File: config.mk
export PLATFORM = sky130hd
export DESIGN_NAME = stack_insertion_sorter
export DESIGN_NICKNAME = d
export VERILOG_FILES = /design/src/design/sis_pkg.sv /design/src/design/sis_datapath.sv /design/src/design/sis_ctrl.sv /design/src/design/stack_insertion_sorter.sv
export SDC_FILE = /design/constraint.sdc
export NUM_CORES = 2
export LEC_CHECK = 0
export ABC_AREA = 1
export ABC_CLOCK_PERIOD_IN_PS = 4600
export BUFFER_PORTS_ARGS = -buffer_cell sky130_fd_sc_hd__buf_2
export CORE_UTILIZATION = 40
export CTS_CLUSTER_SIZE = 14
export DETAILED_ROUTE_END_ITERATION = 10
export PLACE_DENSITY = 0.65
export SLEW_MARGIN = 20
export SYNTH_ARGS = -nofsm -noshare
export SYNTH_HDL_FRONTEND = slang
export SYNTH_SLANG_ARGS = --single-unit
File: constraint.sdc
create_clock -name clk -period 4.6 [get_ports clk]
set_input_delay 0.92 -clock clk [delete_from_list [all_inputs] [get_ports clk]]
set_output_delay 0.92 -clock clk [all_outputs]
set_load 0.01 [all_outputs]
File: src/design/sis_pkg.sv
// sis_pkg: shared constants, result codes and control structs of the sorter
// used by sis_ctrl, sis_datapath and stack_insertion_sorter; no dependencies

package sis_pkg;

  localparam int VALUE_W  = 32;
  localparam int STATUS_W = 2;
  localparam int FILL_W   = 5;

  // request kinds carried on in_tuser
  localparam logic REQ_INSERT  = 1'b0;
  localparam logic REQ_READOUT = 1'b1;

  // result status codes carried on out_tuser
  localparam logic [STATUS_W-1:0] ST_INSERTED = 2'd0;
  localparam logic [STATUS_W-1:0] ST_FULL     = 2'd1;
  localparam logic [STATUS_W-1:0] ST_ELEMENT  = 2'd2;
  localparam logic [STATUS_W-1:0] ST_EMPTY    = 2'd3;

  // controller to datapath commands
  typedef struct packed {
    logic                insert;     // place new value into the cell row
    logic                rotate;     // rotate the occupied cells by one
    logic                load_out;   // capture a result into the output register
    logic                pass_cell;  // result value is cell 0, else zero
    logic [STATUS_W-1:0] status;
    logic                last;
  } sis_cmd_t;

  // datapath to controller status
  typedef struct packed {
    logic full;
    logic empty;
  } sis_stat_t;

endpackage

File: src/design/sis_datapath.sv
// sis_datapath: row of sorted value cells with parallel compare, shift-insert
// and readout rotation, plus the output result register; uses sis_pkg

module sis_datapath import sis_pkg::*; #(
  parameter int DEPTH = 16,
  localparam int CNT_W = $clog2(DEPTH + 1)
) (
  input  logic                clk,
  input  logic                rst_n,
  input  sis_cmd_t            cmd,
  input  logic [VALUE_W-1:0]  new_value,
  output sis_stat_t           stat,
  output logic [CNT_W-1:0]    count,
  output logic [VALUE_W-1:0]  res_value,
  output logic [STATUS_W-1:0] res_status,
  output logic                res_last,
  output logic [FILL_W-1:0]   res_fill
);

  logic [VALUE_W-1:0] cells_r [DEPTH];
  logic [VALUE_W-1:0] cells_nxt [DEPTH];
  logic [DEPTH-1:0]   lt;
  logic [CNT_W-1:0]   count_r, count_nxt;
  logic [CNT_W+FILL_W-1:0] count_ext;

  logic [VALUE_W-1:0]  res_value_r;
  logic [STATUS_W-1:0] res_status_r;
  logic                res_last_r;
  logic [FILL_W-1:0]   res_fill_r;

  // per cell: occupied and strictly smaller than the new value
  for (genvar i = 0; i < DEPTH; i++) begin : g_cell
    assign lt[i] = (CNT_W'(i) < count_r) &&
                   ($signed(cells_r[i]) < $signed(new_value));

    always_comb begin
      cells_nxt[i] = cells_r[i];
      if (cmd.insert) begin
        if (!lt[i]) begin
          if (i == 0) begin
            cells_nxt[i] = new_value;
          end else if (lt[(i == 0) ? 0 : i-1]) begin
            cells_nxt[i] = new_value;
          end else begin
            cells_nxt[i] = cells_r[(i == 0) ? 0 : i-1];
          end
        end
      end else if (cmd.rotate) begin
        if (CNT_W'(i + 1) == count_r) begin
          cells_nxt[i] = cells_r[0];
        end else if (CNT_W'(i + 1) < count_r) begin
          cells_nxt[i] = cells_r[(i == DEPTH-1) ? i : i+1];
        end
      end
    end

    always_ff @(posedge clk) begin
      cells_r[i] <= cells_nxt[i];
    end
  end

  assign count_nxt = cmd.insert ? count_r + CNT_W'(1) : count_r;
  assign count_ext = (CNT_W+FILL_W)'(count_nxt);

  always_ff @(posedge clk) begin
    if (!rst_n) begin
      count_r <= '0;
    end else begin
      count_r <= count_nxt;
    end
  end

  always_ff @(posedge clk) begin
    if (cmd.load_out) begin
      res_value_r  <= cmd.pass_cell ? cells_r[0] : '0;
      res_status_r <= cmd.status;
      res_last_r   <= cmd.last;
      res_fill_r   <= count_ext[FILL_W-1:0];
    end
  end

  assign stat.full  = (count_r == CNT_W'(DEPTH));
  assign stat.empty = (count_r == '0);
  assign count      = count_r;
  assign res_value  = res_value_r;
  assign res_status = res_status_r;
  assign res_last   = res_last_r;
  assign res_fill   = res_fill_r;

endmodule

File: src/design/sis_ctrl.sv
// sis_ctrl: request sequencer and output valid tracking for the sorter
// uses sis_pkg; drives sis_datapath through sis_cmd_t

module sis_ctrl import sis_pkg::*; #(
  parameter int DEPTH = 16,
  localparam int CNT_W = $clog2(DEPTH + 1)
) (
  input  logic             clk,
  input  logic             rst_n,
  input  logic             in_valid,
  output logic             in_ready,
  input  logic             in_req,
  output logic             out_valid,
  input  logic             out_ready,
  input  sis_stat_t        stat,
  input  logic [CNT_W-1:0] count,
  output sis_cmd_t         cmd
);

  localparam logic S_IDLE = 1'b0;
  localparam logic S_READ = 1'b1;

  logic             state_r, state_nxt;
  logic [CNT_W-1:0] left_r, left_nxt;
  logic             out_valid_r, out_valid_nxt;
  logic             slot_free;
  logic             take;

  assign slot_free = !out_valid_r || out_ready;
  assign in_ready  = (state_r == S_IDLE) && slot_free;
  assign take      = in_valid && in_ready;

  always_comb begin
    state_nxt = state_r;
    left_nxt  = left_r;
    cmd       = '0;
    unique case (state_r)
      S_IDLE: begin
        if (take) begin
          if (in_req == REQ_INSERT) begin
            cmd.insert   = !stat.full;
            cmd.load_out = 1'b1;
            cmd.status   = stat.full ? ST_FULL : ST_INSERTED;
            cmd.last     = 1'b1;
          end else if (stat.empty) begin
            cmd.load_out = 1'b1;
            cmd.status   = ST_EMPTY;
            cmd.last     = 1'b1;
          end else begin
            left_nxt  = count;
            state_nxt = S_READ;
          end
        end
      end
      S_READ: begin
        if (slot_free) begin
          cmd.load_out  = 1'b1;
          cmd.pass_cell = 1'b1;
          cmd.rotate    = 1'b1;
          cmd.status    = ST_ELEMENT;
          cmd.last      = (left_r == CNT_W'(1));
          left_nxt      = left_r - CNT_W'(1);
          if (left_r == CNT_W'(1)) begin
            state_nxt = S_IDLE;
          end
        end
      end
      default: state_nxt = S_IDLE;
    endcase
  end

  assign out_valid_nxt = cmd.load_out ? 1'b1 : (out_ready ? 1'b0 : out_valid_r);

  always_ff @(posedge clk) begin
    if (!rst_n) begin
      state_r     <= S_IDLE;
      left_r      <= '0;
      out_valid_r <= 1'b0;
    end else begin
      state_r     <= state_nxt;
      left_r      <= left_nxt;
      out_valid_r <= out_valid_nxt;
    end
  end

  assign out_valid = out_valid_r;

endmodule

File: src/design/stack_insertion_sorter.sv
// stack_insertion_sorter: top level of the bounded ascending-order value store
// instantiates sis_ctrl and sis_datapath; uses sis_pkg
//
//  channel | direction | tdata                                   | tuser       | tlast
//  in_     | slave     | [31:0] new_value                        | req_type    | -
//  out_    | master    | [31:0] out_value, [36:32] fill_count    | status[1:0] | last
//
// an insert into a non-full row compares every cell against the new value at once
// and the row shifts up from the insertion point, together with the result load
// a readout of n values gives one value per cycle out of cell 0 unless the output
// stalls, while the occupied cells rotate back to their original order
// the output register holds a result until it is taken; a stalled output stalls
// the readout rotation and the next input transfer
// rst_n clears the fill count and control; cell contents need no reset

module stack_insertion_sorter import sis_pkg::*; #(
  parameter int DEPTH = 16
) (
  input  logic        clk,
  input  logic        rst_n,
  input  logic        in_tvalid,
  output logic        in_tready,
  input  logic [31:0] in_tdata,   // [31:0] new_value
  input  logic        in_tuser,   // [0] req_type
  output logic        out_tvalid,
  input  logic        out_tready,
  output logic [39:0] out_tdata,  // [31:0] out_value, [36:32] fill_count, [39:37] zero
  output logic [1:0]  out_tuser,  // [1:0] status
  output logic        out_tlast   // last result of the request
);

  localparam int CNT_W = $clog2(DEPTH + 1);

  sis_cmd_t            cmd;
  sis_stat_t           stat;
  logic [CNT_W-1:0]    count;
  logic [VALUE_W-1:0]  res_value;
  logic [STATUS_W-1:0] res_status;
  logic                res_last;
  logic [FILL_W-1:0]   res_fill;

  // sequencing of inserts and readouts
  sis_ctrl #(
    .DEPTH(DEPTH)
  ) u_ctrl (
    .clk       (clk),
    .rst_n     (rst_n),
    .in_valid  (in_tvalid),
    .in_ready  (in_tready),
    .in_req    (in_tuser),
    .out_valid (out_tvalid),
    .out_ready (out_tready),
    .stat      (stat),
    .count     (count),
    .cmd       (cmd)
  );

  // cell row and result register
  sis_datapath #(
    .DEPTH(DEPTH)
  ) u_dp (
    .clk        (clk),
    .rst_n      (rst_n),
    .cmd        (cmd),
    .new_value  (in_tdata),
    .stat       (stat),
    .count      (count),
    .res_value  (res_value),
    .res_status (res_status),
    .res_last   (res_last),
    .res_fill   (res_fill)
  );

  // pack the result transfer
  assign out_tdata = {3'b000, res_fill, res_value};
  assign out_tuser = res_status;
  assign out_tlast = res_last;

endmodule
==> flow_summary_export.csv <==
group,metric,value,unit
outcome,run_status,"finished, final reports clean",
layout,post_route_cells_drive_above_1_share,6.74,%
drt,dr.pass1.iters,6,
timing,drv_slew,0,
power,powerDensity,317,nW/um2
floorplanning,start_util,40.3,%
floorplanning,die_y,338,um
floorplanning,core,112000,um2
critical_path,crit_path_start,"in_tdata[13]",
clocking,clk_transition_reported_paths,60,ps
timing,fin_crit,3790,ps
timing,timing.fmax,0.264,GHz
timing,finalWorstSetupSlack,809,ps
logic_synthesis,synth_warnings,0,
critical_path,critical_path.max_fanout,16,
layout,final_common_cell,"nand2_1",
logic_synthesis,synth-seq-area-share,37.2,%
clocking,cts_root_buffer,"clkbuf_16",
clocking,post_cts_resize_count,0,
drt,vias_per_cell,5.63,
layout,fin_nets,6950,
layout,most-common-layout-cells,"nand2_1 (2883), inv_1 (693), edfxtp_1 (552)",
power,report.power.total,15.9,mW
critical_path,critPathCaptureType,"register",
logic_synthesis,synth_area,45300,um2
global_routing,grt_first_pass_wirelength,264,mm
floorplanning,io-pin-count,82,
global_routing,globalRouteTotalUtil,30.4,%
timing,totalNegativeSetupSlack,0,ps
floorplanning,dieArea,114000,um2
layout,area_of_all_sequential_standard_cells,16800,um2
layout,final-instance-count-excl-fill,7969,
logic_synthesis,synth_seq_cells,564,
logic_synthesis,ys_async_sr_fraction,0,%
critical_path,reg2reg_from,"u_dp.count[0]",
clocking,clock_tree.htree_level_count,3,
logic_synthesis,netlist-cell-type-count,36,
timing,finalClockSkew,30.1,ps
placed_design,place_congestion,0.996,
drt,avgRoutedWirePerCell,22.4,um
timing,finalHoldViolCount,0,
timing,setup-violations-final,0,
job,max-cap-violations,0,
floorplanning,fp.dieW,338,um
clocking,tritoncts.num_buffers,70,
clocking,cts_max_path_buffers,3,
timing,max_slew_margin,26.1,%
placed_design,hpwl,127,mm
drt,total_drc_errors_in_the_routed_layout,0,
hold_path,worst_hold_startpoint,"u_ctrl.left_r[4]",
clocking,cts.sink_count,564,
global_routing,grt_max_degree,178,
timing,fin_crit_sh,82.4,%
floorplanning,rows,123,
layout,multiInputGateArea,24500,um2
power,vdd.ir_drop.worst,0.266,mV
critical_path,critical_path.startpoint_type,"primary input",
drt,drt_iter0_markers,5837,
clocking,tritoncts,"yes",
placed_design,pre_cts_ws,287,ps
logic_synthesis,synth_flop_cell,"edfxtp_1",
layout,area_delta_synth_final,10.7,%
clocking,clk-insertion-delay-late,660,ps
critical_path,crit_required,4990,ps
logic_synthesis,postSynthAreaPerCell,7.06,um2
logic_synthesis,synth_edf_count,552,
critical_path,path_class,"in2reg",
layout,fillerInstances,11428,
hold_path,min-delay-path-class,"reg2reg",
drt,wl,178,mm
global_routing,overflow,0,
global_routing,first_global_vias,42041,
drt,dr_total_vias,44869,
global_routing,antenna_found_initial,7,
placed_design,dpl.cell_count,7840,
timing,worst-slew-pin-transition,1110,ps
drt,route.antenna.remaining_nets,0,
placed_design,portBuffers,78,
logic_synthesis,synthesis.instances,6412,
placed_design,placed_cell_area,47800,um2
power,power_leakage,27.0,nW
critical_path,worst_ep_arrival_time,4190,ps
clocking,cts_setup_buffers,0,
clocking,hold_fix_buffers_cts,0,
timing,rsz_0062_raised_after_global_routing,"false",
layout,final_design_area_no_fill,50100,um2
[path summary, 6_finish.rpt]
| kind | end | slack [ps] | cells past startpoint |
|---|---|---|---|
| worst min register to register | u_ctrl.left_r[4] | 540 | 2 |
| worst max register to register | u_dp.cells_r[0][168] | 930 | 12 |
| worst max-delay path | u_dp.cells_r[0][221] | 810 | 16 |
| worst min-delay path | u_ctrl.left_r[4] | 540 | 2 |
[stage by stage]
stage,utilization (%),hold slack (ps)
2_1_floorplan,-,486
3_3_place_gp,42.6,518
3_5_place_dp,42.6,519
4_1_cts,44.6,528
5_1_grt,44.6,567
6_report,44.6,535
[worst max-delay path: stages]
cell	delay [ps]
buf_2	110
inv_1	440
ha_1	360
a21oi_1	140
o21ai_0	90
a21oi_1	720
nand2_1	290
nand2_1	140
nand2_1	60
nand2_1	70
nand3_2	80
nand2_1	190
buf_4	330
nand2_1	90
nand2_1	90
nand2_1	50
[sequential cells by signal (all words and copies together), names as in the netlist]
register          count
u_dp.count            5
u_dp.res_fill         5
u_ctrl.left_r         5
u_ctrl.state_r        1
u_dp.cells_r        512
u_dp.res_value       32
u_ctrl.out_valid      1
u_dp.res_last         1
u_dp.res_status       2
[logic make-up after synthesis]
kind of cell | Yosys count | share of synthesized area (%)
simple gates | 3287 | 28.0
compound gates | 1028 | 11.6
buf+inv | 1027 | 9.24
flops | 564 | 37.2
fa+ha+maj | 501 | 13.9
xor+xnor | 4 | 0.0774
other cells | 1 | 0.00829
[layout make-up]
type | count | area share (%)
Clock inverter | 36 | 0.565
Antenna cell | 1 | 0.00500
Clock buffer | 92 | 3.93
Multi-Input combinational cell | 4823 | 48.9
Sequential cell | 564 | 33.6
Tap cell | 1500 | 3.75
Timing Repair Buffer | 246 | 4.00
Inverter | 707 | 5.31
[cell usage after synthesis (14+ instances only)]
master       n  area share, %
o21ai_0    532            5.9
nand3_1     67           0.74
edfxtp_1   552             37
a21oi_1    434            4.8
nand2_1   2895             24
buf_4       34           0.56
o22ai_1     32           0.44
inv_1      697            5.8
nand2_2     29           0.40
buf_2      118            1.3
nor2_1     222            1.8
ha_1       501             14
nand4_1     20           0.28
nor3_1      29           0.32
clkbuf_1   147            1.2
buf_1       14           0.12
[report_power, final]
group	internal (mW)	switching [mW]
clock network	3.24	2.45
registers	6.19	0.295
logic	1.16	2.55
[layer usage]
metal | share of wire, % | track usage, % | vias to the layer above
li1 | - | - | 20666
met1 | 41 | 41.2 | 20917
met2 | 42 | 45.5 | 2810
met3 | 12 | 6.41 | 470
met4 | 5.3 | 15.4 | 6
met5 | 0.063 | 0.500 | -
Power figures use the tool's default switching activity.
